<file path="src/hw/rtl/fmss_pkg.sv">
`default_nettype none

package fmss_pkg;

    // item command codes
    typedef enum logic {
        CMD_LOAD = 1'b0,
        CMD_TEXT = 1'b1
    } t_cmd;

    // field widths fixed by the interface
    localparam int BYTE_W     = 8;
    localparam int SLOT_W     = 5;
    localparam int LEN_REG_W  = 6;
    localparam int POS_OUT_W  = 16;
    localparam int APB_DATA_W = 32;
    localparam int APB_ADDR_W = 3;

    // register index, taken from the word address bit
    localparam logic REG_PATTERN_LENGTH = 1'b0;

    // per-cycle control handed to every cell of the row
    typedef struct packed {
        logic shift;    // a text byte enters, window moves one cell
        logic rotate;   // pattern ring moves one cell toward cell 0
    } t_cell_ctrl;

endpackage

`default_nettype wire

</file>
<file path="src/hw/rtl/first_match_string_search_core.sv">
`default_nettype none

// channel   | direction | handshake          | payload
// ----------+-----------+--------------------+------------------------------------------
// item in   | in        | i_valid / o_ready  | i_command i_data_byte i_pattern_slot
//           |           |                    | i_last_text
// result    | out       | o_valid / i_ready  | o_found o_match_position
// register  | in/out    | psel penable pready| paddr pwrite pwdata prdata
//
// one item per cycle: every text byte shifts the window row and the match is
// decided in the same cycle by the per-cell byte compares and one wide AND
// a result is registered on the last text byte and shows the next cycle; the
// input stalls while a result is held and not taken, and takes the next item
// in the cycle the result leaves
// after a pattern_length write the pattern ring realigns one cell per cycle,
// with o_ready low until it is aligned (register writes still taken)
// reset is synchronous, active low; pattern bytes are not cleared
module first_match_string_search_core #(
    parameter int MAX_PATTERN   = 32,
    parameter int POSITION_BITS = 16
) (
    input  wire                                 i_clk,
    input  wire                                 i_rst_n,
    // item channel
    input  wire                                 i_valid,
    output logic                                o_ready,
    input  wire                                 i_command,
    input  wire [fmss_pkg::BYTE_W-1:0]          i_data_byte,
    input  wire [fmss_pkg::SLOT_W-1:0]          i_pattern_slot,
    input  wire                                 i_last_text,
    // result channel
    output logic                                o_valid,
    input  wire                                 i_ready,
    output logic                                o_found,
    output logic [fmss_pkg::POS_OUT_W-1:0]      o_match_position,
    // register port
    input  wire                                 psel,
    input  wire                                 penable,
    input  wire                                 pwrite,
    input  wire [fmss_pkg::APB_ADDR_W-1:0]      paddr,
    input  wire [fmss_pkg::APB_DATA_W-1:0]      pwdata,
    output logic [fmss_pkg::APB_DATA_W-1:0]     prdata,
    output logic                                pready
);

    // ring index width, length compare width, load index width, counter width
    localparam int PIDX_W = (MAX_PATTERN > 1) ? $clog2(MAX_PATTERN) : 1;
    localparam int LEN_W  = $clog2(MAX_PATTERN + 1);
    localparam int CMP_W  = (LEN_W > fmss_pkg::LEN_REG_W) ? LEN_W : fmss_pkg::LEN_REG_W;
    localparam int IW     = ((PIDX_W > fmss_pkg::SLOT_W) ? PIDX_W : fmss_pkg::SLOT_W) + 1;
    localparam int CNT_W  = POSITION_BITS + 1;

    // ---------------------------------------------------------------- registers
    logic [fmss_pkg::LEN_REG_W-1:0] r_len;        // pattern_length register
    logic [PIDX_W-1:0]              r_base;       // cell 0 holds pattern[r_base]
    logic [CNT_W-1:0]               r_seen;       // text bytes in this stream
    logic                           r_match;      // first match fixed
    logic [POSITION_BITS-1:0]       r_first;      // its start offset
    logic                           r_out_valid;
    logic                           r_out_found;
    logic [fmss_pkg::POS_OUT_W-1:0] r_out_pos;

    // ------------------------------------------------------- register port
    logic cfg_wr;

    assign pready = 1'b1;
    assign cfg_wr = psel && penable && pwrite;

    always_comb begin
        prdata = '0;
        if (paddr[2] == fmss_pkg::REG_PATTERN_LENGTH) begin
            prdata = fmss_pkg::APB_DATA_W'(r_len);
        end
    end

    always_ff @(posedge i_clk) begin
        if (!i_rst_n) begin
            r_len <= fmss_pkg::LEN_REG_W'(1);
        end else if (cfg_wr && paddr[2] == fmss_pkg::REG_PATTERN_LENGTH) begin
            r_len <= pwdata[fmss_pkg::LEN_REG_W-1:0];
        end
    end

    // ------------------------------------------------------ used length
    // zero is taken as one, anything above the row length as the row length
    logic [CMP_W-1:0]  len_ext;
    logic [CMP_W-1:0]  used_len;
    logic [PIDX_W-1:0] target_base;
    logic              rotating;

    assign len_ext = CMP_W'(r_len);

    always_comb begin
        priority if (len_ext == '0) begin
            used_len = CMP_W'(1);
        end else if (len_ext > CMP_W'(MAX_PATTERN)) begin
            used_len = CMP_W'(MAX_PATTERN);
        end else begin
            used_len = len_ext;
        end
    end

    // the ring is aligned when cell 0 holds the last used pattern byte
    assign target_base = PIDX_W'(used_len - CMP_W'(1));
    assign rotating    = (r_base != target_base);

    // ---------------------------------------------------------- handshake
    logic acc;
    logic acc_text;
    logic acc_load;

    assign o_ready  = !rotating && (!r_out_valid || i_ready);
    assign acc      = i_valid && o_ready;
    assign acc_text = acc && (i_command == fmss_pkg::CMD_TEXT);
    assign acc_load = acc && (i_command == fmss_pkg::CMD_LOAD);

    // ------------------------------------------------------ pattern load
    // slot s sits in cell (r_base - s) mod MAX_PATTERN
    logic [IW-1:0]     slot_ext;
    logic [IW-1:0]     base_ext;
    logic [IW-1:0]     load_cell_ext;
    logic [PIDX_W-1:0] load_cell;
    logic              slot_ok;

    assign slot_ext = IW'(i_pattern_slot);
    assign base_ext = IW'(r_base);
    assign slot_ok  = slot_ext < IW'(MAX_PATTERN);

    always_comb begin
        if (base_ext >= slot_ext) begin
            load_cell_ext = base_ext - slot_ext;
        end else begin
            load_cell_ext = base_ext + IW'(MAX_PATTERN) - slot_ext;
        end
    end

    assign load_cell = load_cell_ext[PIDX_W-1:0];

    // ring alignment: one cell per cycle, base steps down
    always_ff @(posedge i_clk) begin
        if (!i_rst_n) begin
            r_base <= '0;
        end else if (rotating) begin
            if (r_base == '0) begin
                r_base <= PIDX_W'(MAX_PATTERN - 1);
            end else begin
                r_base <= r_base - PIDX_W'(1);
            end
        end
    end

    // -------------------------------------------------------- cell row
    fmss_pkg::t_cell_ctrl        cell_ctrl;
    logic [fmss_pkg::BYTE_W-1:0] w_text [MAX_PATTERN];
    logic [fmss_pkg::BYTE_W-1:0] w_pat  [MAX_PATTERN];
    logic [MAX_PATTERN-1:0]      cell_ok;
    logic                        window_hit;

    assign cell_ctrl.shift  = acc_text;
    assign cell_ctrl.rotate = rotating;

    for (genvar k = 0; k < MAX_PATTERN; k++) begin : g_cell
        logic [fmss_pkg::BYTE_W-1:0] text_in;
        logic                        eq;
        logic                        active;
        logic                        load_here;

        if (k == 0) begin : g_head
            assign text_in = i_data_byte;
        end else begin : g_body
            assign text_in = w_text[k-1];
        end

        assign active    = CMP_W'(k) < used_len;
        assign load_here = acc_load && slot_ok && (load_cell == PIDX_W'(k));

        fmss_cell u_cell (
            .i_clk       (i_clk),
            .i_ctrl      (cell_ctrl),
            .i_load      (load_here),
            .i_load_byte (i_data_byte),
            .i_text      (text_in),
            .i_pat       (w_pat[(k + 1) % MAX_PATTERN]),
            .o_text      (w_text[k]),
            .o_pat       (w_pat[k]),
            .o_eq        (eq)
        );

        // cells past the used length do not take part
        assign cell_ok[k] = eq || !active;
    end

    assign window_hit = &cell_ok;

    // --------------------------------------------------- stream state
    logic [CNT_W-1:0] seen_inc;
    logic [CNT_W-1:0] used_cnt;
    logic [CNT_W-1:0] start;
    logic             exact;
    logic             take;

    assign exact    = (r_seen != '1);           // counter has not saturated
    assign seen_inc = r_seen + CNT_W'(1);
    assign used_cnt = CNT_W'(used_len);
    assign start    = seen_inc - used_cnt;

    // short text, far start and saturation all block a new match
    assign take = exact && !r_match && (seen_inc >= used_cnt)
                  && !start[CNT_W-1] && window_hit;

    always_ff @(posedge i_clk) begin
        if (!i_rst_n) begin
            r_seen  <= '0;
            r_match <= 1'b0;
            r_first <= '0;
        end else if (acc_text) begin
            if (i_last_text) begin
                // stream done: clear for the next one
                r_seen  <= '0;
                r_match <= 1'b0;
                r_first <= '0;
            end else begin
                if (exact) begin
                    r_seen <= seen_inc;
                end
                if (take) begin
                    r_match <= 1'b1;
                    r_first <= start[POSITION_BITS-1:0];
                end
            end
        end
    end

    // ---------------------------------------------------- result register
    logic [POSITION_BITS-1:0] n_pos;

    always_comb begin
        priority if (take) begin
            n_pos = start[POSITION_BITS-1:0];
        end else if (r_match) begin
            n_pos = r_first;
        end else begin
            n_pos = '0;
        end
    end

    always_ff @(posedge i_clk) begin
        if (!i_rst_n) begin
            r_out_valid <= 1'b0;
        end else if (acc_text && i_last_text) begin
            r_out_valid <= 1'b1;
        end else if (i_ready) begin
            r_out_valid <= 1'b0;
        end
    end

    always_ff @(posedge i_clk) begin
        if (acc_text && i_last_text) begin
            r_out_found <= r_match || take;
            r_out_pos   <= fmss_pkg::POS_OUT_W'(n_pos);
        end
    end

    assign o_valid          = r_out_valid;
    assign o_found          = r_out_found;
    assign o_match_position = r_out_pos;

endmodule

`default_nettype wire

</file>
<file path="src/hw/rtl/fmss_cell.sv">
`default_nettype none

// one cell: a window byte moving away from the entry point and a pattern
// byte on a ring; compares the byte entering the window with its pattern byte
module fmss_cell (
    input  wire                          i_clk,
    input  wire fmss_pkg::t_cell_ctrl    i_ctrl,
    input  wire                          i_load,
    input  wire [fmss_pkg::BYTE_W-1:0]   i_load_byte,
    input  wire [fmss_pkg::BYTE_W-1:0]   i_text,
    input  wire [fmss_pkg::BYTE_W-1:0]   i_pat,
    output logic [fmss_pkg::BYTE_W-1:0]  o_text,
    output logic [fmss_pkg::BYTE_W-1:0]  o_pat,
    output logic                         o_eq
);

    logic [fmss_pkg::BYTE_W-1:0] r_text;
    logic [fmss_pkg::BYTE_W-1:0] r_pat;

    always_ff @(posedge i_clk) begin
        if (i_ctrl.shift) begin
            r_text <= i_text;
        end
    end

    always_ff @(posedge i_clk) begin
        priority if (i_ctrl.rotate) begin
            r_pat <= i_pat;
        end else if (i_load) begin
            r_pat <= i_load_byte;
        end else begin
            r_pat <= r_pat;
        end
    end

    assign o_text = r_text;
    assign o_pat  = r_pat;
    // compare against the byte this cell holds after the shift
    assign o_eq   = (i_text == r_pat);

endmodule

`default_nettype wire

</file>
<file path="config.mk">
export PLATFORM = sky130hd
export DESIGN_NAME = first_match_string_search_core
export DESIGN_NICKNAME = d
export VERILOG_FILES = /design/src/hw/rtl/fmss_pkg.sv /design/src/hw/rtl/first_match_string_search_core.sv /design/src/hw/rtl/fmss_cell.sv
export SDC_FILE = /design/constraint.sdc
export NUM_CORES = 1
export LEC_CHECK = 0
export BUFFER_PORTS_ARGS = -buffer_cell sky130_fd_sc_hd__buf_4
export CAP_MARGIN = 0
export CORE_MARGIN = 4
export CORE_UTILIZATION = 25
export DETAILED_ROUTE_END_ITERATION = 10
export GPL_ROUTABILITY_DRIVEN = 0
export HOLD_SLACK_MARGIN = 0.06
export SETUP_SLACK_MARGIN = 0.2
export SLEW_MARGIN = 20
export SYNTH_ARGS = -nofsm -noshare
export SYNTH_HDL_FRONTEND = slang
export SYNTH_SLANG_ARGS = --single-unit
export TNS_END_PERCENT = 5
</file>
<file path="constraint.sdc">
create_clock -name i_clk -period 8.45 [get_ports i_clk]
set_input_delay 0.4225 -clock i_clk [delete_from_list [all_inputs] [get_ports i_clk]]
set_output_delay 0.4225 -clock i_clk [all_outputs]
set_load 0.03 [all_outputs]
</file>
---- Word-level counts from Yosys, hierarchy flattened ----
Index checks and enable logic that the tools add are counted.
word-level totals
  register bits ........................... 567
  output and inout bits ................... 52
operators by class
  add/sub/neg operators ................... 7
  order comparisons ....................... 36
  eq/ne operators ......................... 65
  muxes and demuxes ....................... 79
  bitwise gates (word level) .............. 2
  reduce and logical (&&, ||, !) cells .... 156
operator list
  operator                                                    number
  2-to-1 mux 8 bit                                            64
  == test 8 bit                                               32
  less-than comparator 5 x 6 -> 1 bit (first input constant)  16
  == test 5 bit (second input constant)                       16
  nonzero test 2 bit                                          35
  2-to-1 mux 16 bit                                           4
  less-than comparator 4 x 6 -> 1 bit (first input constant)  8
  logical AND 1 bit                                           45
  == test 5 x 4 -> 1 bit (second input constant)              8
  zero test 1 bit                                             36
  logical OR 1 bit                                            34
  2-to-1 mux 17 bit                                           2
  AND reduction 32 bit                                        1
  less-than comparator 3 x 6 -> 1 bit (first input constant)  4
  == test 5 x 3 -> 1 bit (second input constant)              4
  2-to-1 mux 6 bit                                            3
  adder 17 x 1 -> 17 bit (second input constant)              1
  >= comparator 17 x 6 -> 1 bit                               1
  != test 17 bit (second input constant)                      1
  subtractor 17 x 6 -> 17 bit                                 1
  less-than comparator 1 x 6 -> 1 bit (first input constant)  2
  less-than comparator 2 x 6 -> 1 bit (first input constant)  2
  == test 5 x 2 -> 1 bit (second input constant)              2
  zero test 5 bit                                             2
  other kinds (13)                                            21

---- Depth between registers and ports, before layout ----
  depth in word-level cells ............... 13
  mapped depth ............................ 17
  mapped depth without buffers ............ 14

---- Modules after synthesis ----
A second synthesis with hierarchy kept.
unflattened totals
  cell total of the unflattened synthesis .. 1807
  area, all modules ....................... 27481.4 µm²
by module, submodules not included
  module                          times used  cells an instance  area each (µm²)
  fmss_cell                       32          37                 704.4
  first_match_string_search_core  1           623                4939.7

---- Worst setup path after synthesis ----
No wires, ideal clock.
  kind .................................... flip-flop to flip-flop
  start ................................... register r_len, in the netlist len_ext[2]
  end ..................................... register r_seen[16]
  arrival time ............................ 9017 ps
  data required time ...................... 8322 ps
  path slack .............................. -695 ps
  cell stages (with the launch flop) ...... 17
  path buffers ............................ 3
  clock period less this slack ............ 9145 ps
  path through ............................ dfxtp_1 buf_2 nor4_1 o21ai_1 ha_1 clkbuf_1 nand2_1 mux2_2 o22ai_1 xor2_1 and3_1 clkbuf_1 nand4_1 inv_1 o21ai_1 a22oi_1 nor2_1
on the way
  longest elaborated chain between the ends .. 10
  elaborated cells on any way between the ends .. 11
  those cells by class .................... 1 x add/sub; 1 x order compare; 1 x eq/ne; 2 x mux; 6 x reduce/logical
ends and longest elaborated chain
  what                               RTL line                               text
  from (decl)                        first_match_string_search_core.sv:54   logic [fmss_pkg::LEN_REG_W-1:0] r_len;
  from (signal assigned)             first_match_string_search_core.sv:78   r_len <= fmss_pkg::LEN_REG_W'(1);
  from (signal assigned)             first_match_string_search_core.sv:80   r_len <= pwdata[fmss_pkg::LEN_REG_W-1:0];
  > comparator 6 bit                 first_match_string_search_core.sv:96   end else if (len_ext > CMP_W'(MAX_PATTERN)) begin
  2-to-1 mux 6 bit                   first_match_string_search_core.sv:96
  2-to-1 mux 6 bit (*)               first_match_string_search_core.sv:94   priority if (len_ext == '0) begin
  subtractor 5 x 1 -> 5 bit (*)      first_match_string_search_core.sv:104  assign target_base = PIDX_W'(used_len - CMP_W'(1));
  != test 5 bit (*)                  first_match_string_search_core.sv:105  assign rotating = (r_base != target_base);
  zero test 1 bit (*)                first_match_string_search_core.sv:112  assign o_ready = !rotating && (!r_out_valid || i_ready);
  logical AND 1 bit (*)              first_match_string_search_core.sv:112
  logical AND 1 bit (*)              first_match_string_search_core.sv:113  assign acc = i_valid && o_ready;
  logical AND 1 bit (*)              first_match_string_search_core.sv:114  assign acc_text = acc && (i_command == fmss_pkg::CMD_TEXT);
  net acc_text                       first_match_string_search_core.sv:109  logic acc_text;
  AND reduction 2 bit (no line) (*)  --
  to (signal assigned)               first_match_string_search_core.sv:224  r_seen <= seen_inc;
  to (decl)                          first_match_string_search_core.sv:56   logic [CNT_W-1:0] r_seen;
Mark *: on every way through the listed nets, which the timed path passes. The rest lies on a longest branch.
A chain may end at the register's enable or synchronous reset.

---- Worst setup path after layout ----
  start ................................... register r_len, in the netlist len_ext[5]
  end ..................................... register r_first[0]
on the way
  longest elaborated chain between the ends .. 10
  elaborated cells on any way between the ends .. 117
  those cells by class .................... 2 x add/sub; 34 x order compare; 1 x eq/ne; 4 x mux; 76 x reduce/logical
ends and longest elaborated chain
  what                               RTL line                               text
  > comparator 6 bit                 first_match_string_search_core.sv:96
  2-to-1 mux 6 bit                   first_match_string_search_core.sv:96
  2-to-1 mux 6 bit (*)               first_match_string_search_core.sv:94
  subtractor 5 x 1 -> 5 bit (*)      first_match_string_search_core.sv:104
  != test 5 bit (*)                  first_match_string_search_core.sv:105
  zero test 1 bit (*)                first_match_string_search_core.sv:112
  logical AND 1 bit (*)              first_match_string_search_core.sv:112
  logical AND 1 bit (*)              first_match_string_search_core.sv:113
  logical AND 1 bit (*)              first_match_string_search_core.sv:114
  net acc_text                       first_match_string_search_core.sv:109
  AND reduction 2 bit (no line) (*)  --
  to (signal assigned)               first_match_string_search_core.sv:228  r_first <= start[POSITION_BITS-1:0];
  to (decl)                          first_match_string_search_core.sv:58   logic [POSITION_BITS-1:0] r_first;
Mark *: on every way through the listed nets, which the timed path passes. The rest lies on a longest branch. The select of a mux whose other input is x is not followed.

==> flow_summary.ini <==
[outcome]
status = completed

[synth]
synth_ff_type = edfxtp_1
synth_area_leaders = edfxtp_1, a21o_1, xnor2_1
syn_inst = 1760
synth_seq_area_share_pct = 66.9
ys_ff_latch = 567
syn_area_mm2 = 0.0248
postSynthAreaPerCell_um2 = 14.1
yosysMostFrequentCell = edfxtp_1
synth_enable_flop_cells = 521
yosysUniqueCellTypes = 77
synth_top_area_share_pct = 63.1
yosys.area.top_type = edfxtp_1
yosys_warnings = 0
yosys-top-cells-count = edfxtp_1, a21o_1, xnor2_1
async_flop_share_pct = 0

[die]
ios = 109
coreArea_mm2 = 0.0984
num_rows = 115
initial_core_util_pct = 25.2
die_area_mm2 = 0.104
die_x_um = 323
die_y_um = 323

[grt]
grt_max_degree = 113
grt_use_met2_pct = 17.1
grt_use_met3_pct = 2.50
busiest_layer = met2
grt_pass1_vias = 14781
grt_pass1_wl_um = 88700
antenna_found_initial = 3
grt_use_met1_pct = 15.2
gr-usage-all-layers_pct = 10.9
grt_remaining_overflow = 0

[timing]
rsz0062_at_grt = no
fin_crit_sh_pct = 71.7
worst_pin_slew_ns = 1.09
setup_viol = 0
timing.fmax_mhz = 165
fin_skew_ns = 0.0339
setup_tns_ns = 0
period_needed_ns = 6.06
slew_headroom_pct = 26.5
drv_slew = 0
finalHoldViolCount = 0

[cts]
h-tree-depth = 2
tritoncts = done
ctsRootBufferMaster = clkbuf_16
clk_latency_ns = 0.63
cts_made_buffers = 55
clk_path_buf_depth = 3
clk_pin_slew_ns = 0.06
clock-sinks = 567
cts_resized = 0

[cells_and_area]
final.fill_count = 9868
n_antenna_cell = 0
area_delta_synth_final_pct = 15.0
layout-drive-gt1-share_pct = 9.45
fin_nets = 1881

[min_path]
hold_path.class = in -> reg
worstHoldPathCells = 2

[job]
max-cap-violations = 0

[placed_design]
place_hpwl_um = 38500
portBuffers = 53

[setup_path]
critPathCaptureType = flop
criticalPathCategory = reg -> reg
start_kind = flop
reg2regPathDepth = 12
slowest_delay_ns = 0.83
cp_cell_sequence = nor2b_1 -> inv_1 -> ha_1 -> nand2_1 -> mux2_2 -> o22ai_1 -> xor2_1 -> and3_1 -> nand4_1 -> clkinvlp_4 -> o21a_1 -> o32ai_1
critPathMaxFanout = 29
crit_slowest_cell = clkinvlp_4
crit_arrival_ns = 6.51
cp.required_ns = 8.90

[detailed_routing]
via_per_inst = 4.59
first_iter_violations = 1314
num_vias = 14402
drc = 0
ant_nets = 0
wl_um = 57800
firstDrtPassIters = 5
wire_per_inst_um = 18.4

[pwr]
irDropWorstVdd_mv = 0.247
power_density_mw_per_mm2 = 367
finalPower_mw = 10.5
p_leak_nw = 10.6
repair_timing:
| action | CTS | global route |
|---|---|---|
| hold buffers | 14 | 0 |
| setup buffers | 0 | 0 |
| hold endpoints to repair | 14 | 0 |
layout by cell type (no fill, tap or decap), types with 4 or more instances in the layout:
master / count
a211oi_1: 5
a21o_1: 260
a21oi_1: 20
a22oi_1: 9
a31oi_1: 6
and2_1: 13
and4_1: 5
buf_4: 71
bufinv_16: 6
clkbuf_1: 15
clkbuf_16: 55
clkbuf_8: 7
clkinv_1: 4
clkinv_2: 8
conb_1: 27
dfxtp_1: 46
dlygate4sd3_1: 14
edfxtp_1: 521
ha_1: 14
inv_1: 24
mux2i_1: 8
nand2_1: 95
nand2b_1: 5
nand3_1: 11
nand4_1: 56
nor2_1: 53
nor2b_1: 8
nor3_1: 9
nor4_1: 33
o21ai_0: 44
o21ai_1: 14
o22ai_1: 4
o32ai_1: 6
o32ai_2: 7
or3_1: 9
xnor2_1: 207
xor2_1: 87
routing by layer:
| metal | share of wire [%] | vias up |
|---|---|---|
| met5 | 0.016 | - |
| met4 | 1.7 | 2 |
| met3 | 6.6 | 79 |
| met2 | 45 | 432 |
| met1 | 47 | 7311 |
| li1 | - | 6578 |
final cells by class:
class / instances / area, µm² / area share (%)
Clock inverter: 23 / 329 / 1.15
Clock buffer: 77 / 1530 / 5.37
Multi-Input combinational cell: 1071 / 7640 / 26.8
Sequential cell: 567 / 16600 / 58.1
Inverter: 26 / 101 / 0.356
Timing Repair Buffer: 87 / 713 / 2.50
Tap cell: 1287 / 1610 / 5.65
worst paths after layout:
check	start	end	slack, ns
max	len_ext[5]$_SDFFE_PN0P_	r_first[0]$_SDFFE_PN0P_	2.39
min	i_rst_n	len_ext[0]$_SDFFE_PN1P_	0.16
max reg2reg	len_ext[5]$_SDFFE_PN0P_	r_first[0]$_SDFFE_PN0P_	2.39
min reg2reg	g_cell[14].u_cell.o_text[3]$_DFFE_PP_	g_cell[15].u_cell.o_text[3]$_DFFE_PP_	0.46
critical path, delay by kind of cell (launching register included):
kind / cells / cell delay, ns
and+or+nand+nor: 4 / 1.75
buffers and inverters: 2 / 1.28
AOI/OAI and AO/OA: 3 / 1.07
DFF: 1 / 0.72
adders and majority gates: 1 / 0.51
muxes: 1 / 0.28
xor gates and xnor gates: 1 / 0.27
logic make-up after synthesis:
group | count (synthesis) | share of synthesized area, %
buf+inv | 147 | 2.75
xor+xnor | 295 | 10.5
simple gates | 317 | 6.63
fa+ha+maj | 17 | 0.909
compound gates | 406 | 12.0
flops | 567 | 66.9
other cells | 2 | 0.0303
mux | 9 | 0.369
through the flow:
| stage | instance area [µm²] | util [%] | hold slack, ns | std cells | worst slack [ns] |
|---|---|---|---|---|---|
| after global placement | 26500 | 26.9 | 0.451 | 3024 | 2.63 |
| after global routing | 28500 | 28.9 | 0.158 | 3138 | 1.96 |
| after detailed placement | 26500 | 26.9 | 0.454 | 3024 | 2.52 |
| after CTS | 28500 | 28.9 | 0.118 | 3138 | 2.51 |
| after floorplan | 24900 | - | 0.447 | 1785 | 1.39 |
| final | 28500 | 28.9 | 0.160 | 3138 | 2.39 |
sequential cells by signal, indices dropped and copies added, names as in the netlist:
signal and flops:
g_cell.u_cell.o_pat 256, r_match 1, o_match_position 16, o_found 1
o_valid 1, g_cell.u_cell.o_text 248, r_base 5, len_ext 6
r_seen 17, r_first 16
power breakdown:
group | leakage, nW | internal, mW | total [mW] | switching, mW
Combinational | 4.25 | 1.23 | 2.90 | 1.67
Clock | 0.901 | 1.45 | 2.54 | 1.09
Sequential | 5.48 | 4.43 | 5.02 | 0.589
Total | 10.6 | 7.11 | 10.5 | 3.35
Note: power is estimated with default switching activity, not from simulation.
